--- src/sv/cleb_pkg.sv ---
// Shared constants and types for the cursor line edit buffer.
`timescale 1ns / 1ps

package cleb_pkg;

    localparam int LINE_CAP = 1024;
    localparam int ADDR_W   = $clog2(LINE_CAP);
    localparam int PTR_W    = ADDR_W + 1;

    localparam logic [PTR_W-1:0] CAP_PTR = PTR_W'(LINE_CAP);

    localparam logic [7:0] KEY_LEFT  = 8'h3C;
    localparam logic [7:0] KEY_RIGHT = 8'h3E;
    localparam logic [7:0] KEY_BACK  = 8'h2D;

    localparam logic FUNC_KEY  = 1'b0;
    localparam logic FUNC_READ = 1'b1;

    localparam logic [1:0] ST_OK    = 2'd0;
    localparam logic [1:0] ST_FULL  = 2'd1;
    localparam logic [1:0] ST_EMPTY = 2'd2;

    typedef struct packed {
        logic              we;
        logic [ADDR_W-1:0] waddr;
        logic [7:0]        wdata;
        logic              re;
        logic [ADDR_W-1:0] raddr;
    } cleb_mem_req_t;

endpackage

--- src/sv/cleb_if.sv ---
// Handshake channels for key/read items and result items.
`timescale 1ns / 1ps

interface cleb_in_if;
    logic       valid;
    logic       ready;
    logic       func;
    logic [7:0] key;

    modport source (output valid, output func, output key, input ready);
    modport sink (input valid, input func, input key, output ready);
endinterface

interface cleb_out_if;
    logic       valid;
    logic       ready;
    logic [7:0] out_char;
    logic       char_valid;
    logic       last_char;
    logic [1:0] status;

    modport source (output valid, output out_char, output char_valid, output last_char,
                    output status, input ready);
    modport sink (input valid, input out_char, input char_valid, input last_char,
                  input status, output ready);
endinterface

--- src/sv/cleb_ctrl.sv ---
// Gap pointers, read position and the sequencer that edits the text store.
`timescale 1ns / 1ps

module cleb_ctrl
    import cleb_pkg::*;
(
    input  logic          clk,
    input  logic          rst_n,
    cleb_in_if.sink       keys,
    cleb_out_if.source    result,
    output cleb_mem_req_t mem_req,
    input  logic [7:0]    mem_rdata
);

    typedef enum logic [1:0] {
        S_IDLE,
        S_EXEC,
        S_MEMWAIT,
        S_DONE
    } state_t;

    state_t            state_reg, state_next;
    logic              func_reg, func_next;
    logic [7:0]        key_reg, key_next;
    logic [PTR_W-1:0]  gs_reg, gs_next;
    logic [PTR_W-1:0]  ge_reg, ge_next;
    logic [PTR_W-1:0]  rp_reg, rp_next;
    logic [7:0]        rchar_reg, rchar_next;
    logic              rcv_reg, rcv_next;
    logic              rlast_reg, rlast_next;
    logic [1:0]        rstat_reg, rstat_next;
    logic              ovalid_reg, ovalid_next;
    logic [7:0]        ochar_reg, ochar_next;
    logic              ocv_reg, ocv_next;
    logic              olast_reg, olast_next;
    logic [1:0]        ostat_reg, ostat_next;

    logic [PTR_W-1:0]  text_len;
    logic [PTR_W-1:0]  rp_eff;
    logic [PTR_W-1:0]  phys;
    logic [PTR_W-1:0]  gs_dec;
    logic [PTR_W-1:0]  ge_dec;
    logic [PTR_W-1:0]  rp_inc;

    assign text_len = gs_reg + (CAP_PTR - ge_reg);
    assign rp_eff   = (rp_reg >= text_len) ? '0 : rp_reg;
    assign phys     = (rp_eff < gs_reg) ? rp_eff : rp_eff + (ge_reg - gs_reg);
    assign gs_dec   = gs_reg - PTR_W'(1);
    assign ge_dec   = ge_reg - PTR_W'(1);
    assign rp_inc   = rp_reg + PTR_W'(1);

    always_comb
    begin
        state_next  = state_reg;
        func_next   = func_reg;
        key_next    = key_reg;
        gs_next     = gs_reg;
        ge_next     = ge_reg;
        rp_next     = rp_reg;
        rchar_next  = rchar_reg;
        rcv_next    = rcv_reg;
        rlast_next  = rlast_reg;
        rstat_next  = rstat_reg;
        ovalid_next = ovalid_reg && !result.ready;
        ochar_next  = ochar_reg;
        ocv_next    = ocv_reg;
        olast_next  = olast_reg;
        ostat_next  = ostat_reg;
        mem_req     = '0;

        unique case (state_reg)
            S_IDLE:
            begin
                if (keys.valid)
                begin
                    func_next  = keys.func;
                    key_next   = keys.key;
                    rchar_next = '0;
                    rcv_next   = 1'b0;
                    rlast_next = 1'b0;
                    rstat_next = ST_OK;
                    state_next = S_EXEC;
                end
            end

            S_EXEC:
            begin
                state_next = S_DONE;
                if (func_reg == FUNC_KEY)
                begin
                    rp_next = '0;
                    unique case (key_reg)
                        KEY_LEFT:
                        begin
                            if (gs_reg != '0)
                            begin
                                mem_req.re    = 1'b1;
                                mem_req.raddr = gs_dec[ADDR_W-1:0];
                                state_next    = S_MEMWAIT;
                            end
                        end
                        KEY_RIGHT:
                        begin
                            if (ge_reg != CAP_PTR)
                            begin
                                mem_req.re    = 1'b1;
                                mem_req.raddr = ge_reg[ADDR_W-1:0];
                                state_next    = S_MEMWAIT;
                            end
                        end
                        KEY_BACK:
                        begin
                            if (gs_reg != '0)
                            begin
                                gs_next = gs_dec;
                            end
                        end
                        default:
                        begin
                            if (gs_reg >= ge_reg)
                            begin
                                rstat_next = ST_FULL;
                            end
                            else
                            begin
                                mem_req.we    = 1'b1;
                                mem_req.waddr = gs_reg[ADDR_W-1:0];
                                mem_req.wdata = key_reg;
                                gs_next       = gs_reg + PTR_W'(1);
                            end
                        end
                    endcase
                end
                else if (text_len == '0)
                begin
                    rstat_next = ST_EMPTY;
                end
                else
                begin
                    // Keep the wrapped position so the memory wait state counts on from it.
                    rp_next       = rp_eff;
                    mem_req.re    = 1'b1;
                    mem_req.raddr = phys[ADDR_W-1:0];
                    state_next    = S_MEMWAIT;
                end
            end

            S_MEMWAIT:
            begin
                state_next = S_DONE;
                if (func_reg == FUNC_KEY)
                begin
                    mem_req.we    = 1'b1;
                    mem_req.wdata = mem_rdata;
                    if (key_reg == KEY_LEFT)
                    begin
                        mem_req.waddr = ge_dec[ADDR_W-1:0];
                        gs_next       = gs_dec;
                        ge_next       = ge_dec;
                    end
                    else
                    begin
                        mem_req.waddr = gs_reg[ADDR_W-1:0];
                        gs_next       = gs_reg + PTR_W'(1);
                        ge_next       = ge_reg + PTR_W'(1);
                    end
                end
                else
                begin
                    rchar_next = mem_rdata;
                    rcv_next   = 1'b1;
                    rp_next    = rp_inc;
                    if (rp_inc == text_len)
                    begin
                        rlast_next = 1'b1;
                        gs_next    = '0;
                        ge_next    = CAP_PTR;
                        rp_next    = '0;
                    end
                end
            end

            S_DONE:
            begin
                if (!ovalid_reg || result.ready)
                begin
                    ovalid_next = 1'b1;
                    ochar_next  = rchar_reg;
                    ocv_next    = rcv_reg;
                    olast_next  = rlast_reg;
                    ostat_next  = rstat_reg;
                    state_next  = S_IDLE;
                end
            end

            default:
            begin
                state_next = S_IDLE;
            end
        endcase
    end

    always_ff @(posedge clk or negedge rst_n)
    begin
        if (!rst_n)
        begin
            state_reg  <= S_IDLE;
            func_reg   <= 1'b0;
            key_reg    <= '0;
            gs_reg     <= '0;
            ge_reg     <= CAP_PTR;
            rp_reg     <= '0;
            rchar_reg  <= '0;
            rcv_reg    <= 1'b0;
            rlast_reg  <= 1'b0;
            rstat_reg  <= ST_OK;
            ovalid_reg <= 1'b0;
            ochar_reg  <= '0;
            ocv_reg    <= 1'b0;
            olast_reg  <= 1'b0;
            ostat_reg  <= ST_OK;
        end
        else
        begin
            state_reg  <= state_next;
            func_reg   <= func_next;
            key_reg    <= key_next;
            gs_reg     <= gs_next;
            ge_reg     <= ge_next;
            rp_reg     <= rp_next;
            rchar_reg  <= rchar_next;
            rcv_reg    <= rcv_next;
            rlast_reg  <= rlast_next;
            rstat_reg  <= rstat_next;
            ovalid_reg <= ovalid_next;
            ochar_reg  <= ochar_next;
            ocv_reg    <= ocv_next;
            olast_reg  <= olast_next;
            ostat_reg  <= ostat_next;
        end
    end

    assign keys.ready        = (state_reg == S_IDLE);
    assign result.valid      = ovalid_reg;
    assign result.out_char   = ochar_reg;
    assign result.char_valid = ocv_reg;
    assign result.last_char  = olast_reg;
    assign result.status     = ostat_reg;

endmodule

--- src/flat_wrapper.sv ---
// flat-port wrapper written by rule: the top's interface ports become plain ports
module cleb_ctrl_flat import cleb_pkg::*;
  (clk, rst_n, mem_req, mem_rdata, keys_valid, keys_func, keys_key, keys_ready, result_valid, result_out_char, result_char_valid, result_last_char, result_status, result_ready);
  cleb_in_if keys_i ();
  cleb_out_if result_i ();
  input  logic clk;
  input  logic rst_n;
  output cleb_mem_req_t mem_req;
  input  logic [7:0] mem_rdata;
  input wire logic [$bits(keys_i.valid)-1:0] keys_valid;
  input wire logic [$bits(keys_i.func)-1:0] keys_func;
  input wire logic [$bits(keys_i.key)-1:0] keys_key;
  output wire logic [$bits(keys_i.ready)-1:0] keys_ready;
  output wire logic [$bits(result_i.valid)-1:0] result_valid;
  output wire logic [$bits(result_i.out_char)-1:0] result_out_char;
  output wire logic [$bits(result_i.char_valid)-1:0] result_char_valid;
  output wire logic [$bits(result_i.last_char)-1:0] result_last_char;
  output wire logic [$bits(result_i.status)-1:0] result_status;
  input wire logic [$bits(result_i.ready)-1:0] result_ready;
  assign keys_i.valid = keys_valid;
  assign keys_i.func = keys_func;
  assign keys_i.key = keys_key;
  assign keys_ready = keys_i.ready;
  assign result_valid = result_i.valid;
  assign result_out_char = result_i.out_char;
  assign result_char_valid = result_i.char_valid;
  assign result_last_char = result_i.last_char;
  assign result_status = result_i.status;
  assign result_i.ready = result_ready;
  cleb_ctrl u_core (.clk(clk), .rst_n(rst_n), .keys(keys_i), .result(result_i), .mem_req(mem_req), .mem_rdata(mem_rdata));
endmodule
--- config.mk ---
export PLATFORM = sky130hd
export DESIGN_NAME = cleb_ctrl_flat
export DESIGN_NICKNAME = d
export VERILOG_FILES = /design/src/sv/cleb_pkg.sv /design/src/sv/cleb_if.sv /design/src/sv/cleb_ctrl.sv /design/src/flat_wrapper.sv
export SDC_FILE = /design/constraint.sdc
export NUM_CORES = 1
export LEC_CHECK = 0
export ABC_CLOCK_PERIOD_IN_PS = 17300
export BUFFER_PORTS_ARGS = -buffer_cell sky130_fd_sc_hd__buf_2
export CORE_MARGIN = 4
export CORE_UTILIZATION = 50
export CTS_CLUSTER_SIZE = 28
export DETAILED_ROUTE_END_ITERATION = 8
export GPL_TIMING_DRIVEN = 0
export PLACE_DENSITY = 0.67
export SYNTH_ARGS = -nofsm -noshare
export SYNTH_HDL_FRONTEND = slang
export SYNTH_SLANG_ARGS = --single-unit
export TNS_END_PERCENT = 5
--- constraint.sdc ---
create_clock -name clk -period 17.3 [get_ports clk]
set_input_delay 1.73 -clock clk [delete_from_list [all_inputs] [get_ports clk]]
set_output_delay 1.73 -clock clk [all_outputs]
set_load 0.02 [all_outputs]
==> results.md <==
- Status: completed
- Vias in the first global route: around 6400
- Max cap viols: 0
- Util after Layout: 0.579
- Fin cells: 1060
- Sequential share of the synthesized area: 0.253
- Commonest non-fill, non-tap cell in the layout: dfrtp_1
- PwrDens: 197 mW/mm^2
- Max VDD drop: approximately 0.095 mV
- Avg WL per Cell: 20.3 um
- Synth Area in Adders: 0.151
- Placer Congestion: 0.929
- Worst-Margin Slew: 0.967 ns
- Final ANT Viol Nets: 0
- Placed cells: 1044
- Drt pass-1 iters: 6
- Setup-failing EPs final: 0
- CP Data Arrival Time: 8.05 ns
- Power, Total: ~1.5 mW
- Initial core utilization: 0.515
- Mapped Avg Cell Area: 8.51 sq um
- Crit. End Element: output port
- CTS tree: yes
- Antenna cells: 0
- CTS root buffer: clkbuf_16
- Post-synth EDFFs: 0
- Final Cell Area: 0.00770 sq mm
- Cts repair resizes: 0
- Slowest cell on crit path: fa_1
- CP dominant cell by count: ha_1
- Share of flip-flops with an asynchronous set or reset: 1.00
- Post-layout min period: 9.78 ns
- Syn nets: 898
- Post-Synth Simple-Gate Area: 0.212
- Clk_skew: 0.00815 ns
- Synth cell types: 78
- Slowest stage delay, CP: about 0.65 ns
- Clk slew on worst S/H paths: 0.06 ns
- Hpwl dp: 16800 um
- Vias: 6645
- Area Growth Syn to Fin: 12.6%
- Crit Path Max Fanout: 10
- Pleak: 3.37 nW
- Final setup TNS: 0 ns
- Post-CTS Setup Inserts: 0
- Share of layout cells above drive strength 1: 0.137
- H-tree depth reported by CTS: 3
- Die width: about 120 um
- Yosys Warn Count: 0
- Grt ovf: 0
- Ports: 65
- Total clock buffers created by CTS: 9
- Pin count of the biggest net entering global routing: 70
- Row count: 42
- Hold buffers post-CTS: 0
- Placed cell area: 0.00738 sq mm
- Period utilisation layout: 0.565
- Drt via density: 6.27
- Synth Cell Area: approximately 0.0068 sq mm
- Die Ht: ~120 um
- Mux share of post-synthesis cell area: 0.0437
- Crit path kind: register to output port
- Iteration-0 DRC Markers: around 680
- Max Clk Rate: 102 MHz
- Commonest non-fill, non-tap cells in the layout: 68 x dfrtp_1, 66 x buf_2, 58 x ha_1
- Num Clock Sinks: 69
- Syn Inst Count: 804
- Total core area: 0.0133 sq mm
- Setup WS pre-CTS: 7.93 ns
- CP required: 15.57 ns
- Max-slew headroom: 0.350
- Gr usage total: 0.271
- First-pass GRT wire length: 34100 um
- Slew Viols, Final: 0
- Post-synth top flop: dfrtp_1
- Post-synthesis compound-gate area fraction: 0.222
- Post-Synth XOR/XNOR Area: 0.0688
- Final Hold Slack: 0.488 ns
- Hold Violations, Final: 0
- Initial antenna violation count: 0
- Largest family of logic cells by synthesized area: compound AO/OA/AOI/OAI gates
- Nets: 973
- Die Footprint: around 0.016 sq mm
- CTS Buffer Depth: 2
- Final setup margin: 7.52 ns
- Type of the worst min-delay path: register to register
- Synth Register Bits: 69
- WL final: 21500 um
- Element type at the critical path start: register
- PortBufs: 64
- # DRC: 0
- RSZ-0062 raised after global routing: false
- Clk Latency, worst-skew pair: 0.35 ns
logic make-up after synthesis:
group / Yosys count
mux: 27
xor+xnor: 52
compound gates: 222
buf+inv: 86
simple gates: 274
flops: 69
fa+ha+maj: 74
per-layer routing:
metal  vias to the layer above  routed length (um)  track usage
met5                         -                   0            0
met4                         0                 591        0.104
met1                      3246                9700        0.374
li1                       3096                   -            -
met3                        42                1420       0.0426
met2                       261                9820        0.428
power by group:
group	internal [mW]	switching, mW
Clock	0.124	0.0782
Sequential	0.216	0.0669
Combinational	0.419	0.614
Yosys cell counts (14+ instances only):
cell,instances,share of area
mux2_2,23,0.038
a221o_1,16,0.023
a22oi_1,25,0.027
xnor2_1,38,0.049
nor3_1,23,0.017
inv_1,41,0.022
or3_1,14,0.013
a21oi_1,55,0.040
clkbuf_1,36,0.020
nand3_1,24,0.018
nor2b_1,24,0.022
nand2_1,56,0.031
nor2_1,51,0.028
fa_1,15,0.044
o21ai_0,40,0.029
ha_1,58,0.11
and3_1,19,0.017
dfrtp_1,68,0.25
worst max-delay path, delay by kind of cell, from the launching register on:
kind | cells | cell delay, ns
adders and majority gates | 6 | 2.47
AOI/OAI and AO/OA | 11 | 2.29
and+or+nand+nor | 5 | 1.48
buffers and inverters | 5 | 1.01
DFF | 1 | 0.37
xor gates and xnor gates | 1 | 0.08
cell type report:
type / count / area (sq um)
Clock buffer: 12 / 267
Clock inverter: 4 / 52.6
Inverter: 42 / 158
Sequential cell: 69 / 1730
Fill cell: 1185 / 5590
Multi-Input combinational cell: 649 / 4780
Tap cell: 176 / 220
Buffer: 44 / 180
Timing Repair Buffer: 64 / 323
path summary, 6_finish.rpt:
path	from	endpoint	slack, ns	cells after the start
worst max-delay path	u_core.ge_reg[3]	mem_req[9]	7.52	28
worst min-delay path	u_core.result.status[0]	u_core.result.status[0]	0.49	2
worst max register to register	u_core.ge_reg[3]	u_core.rp_reg[3]	11.70	18
worst min register to register	u_core.result.status[0]	u_core.result.status[0]	0.49	2
max in group asynchronous	rst_n	u_core.ge_reg[0]	15.19	1
min in group asynchronous	rst_n	u_core.result.out_char[4]	1.52	1
Power figures use the tool's default switching activity.
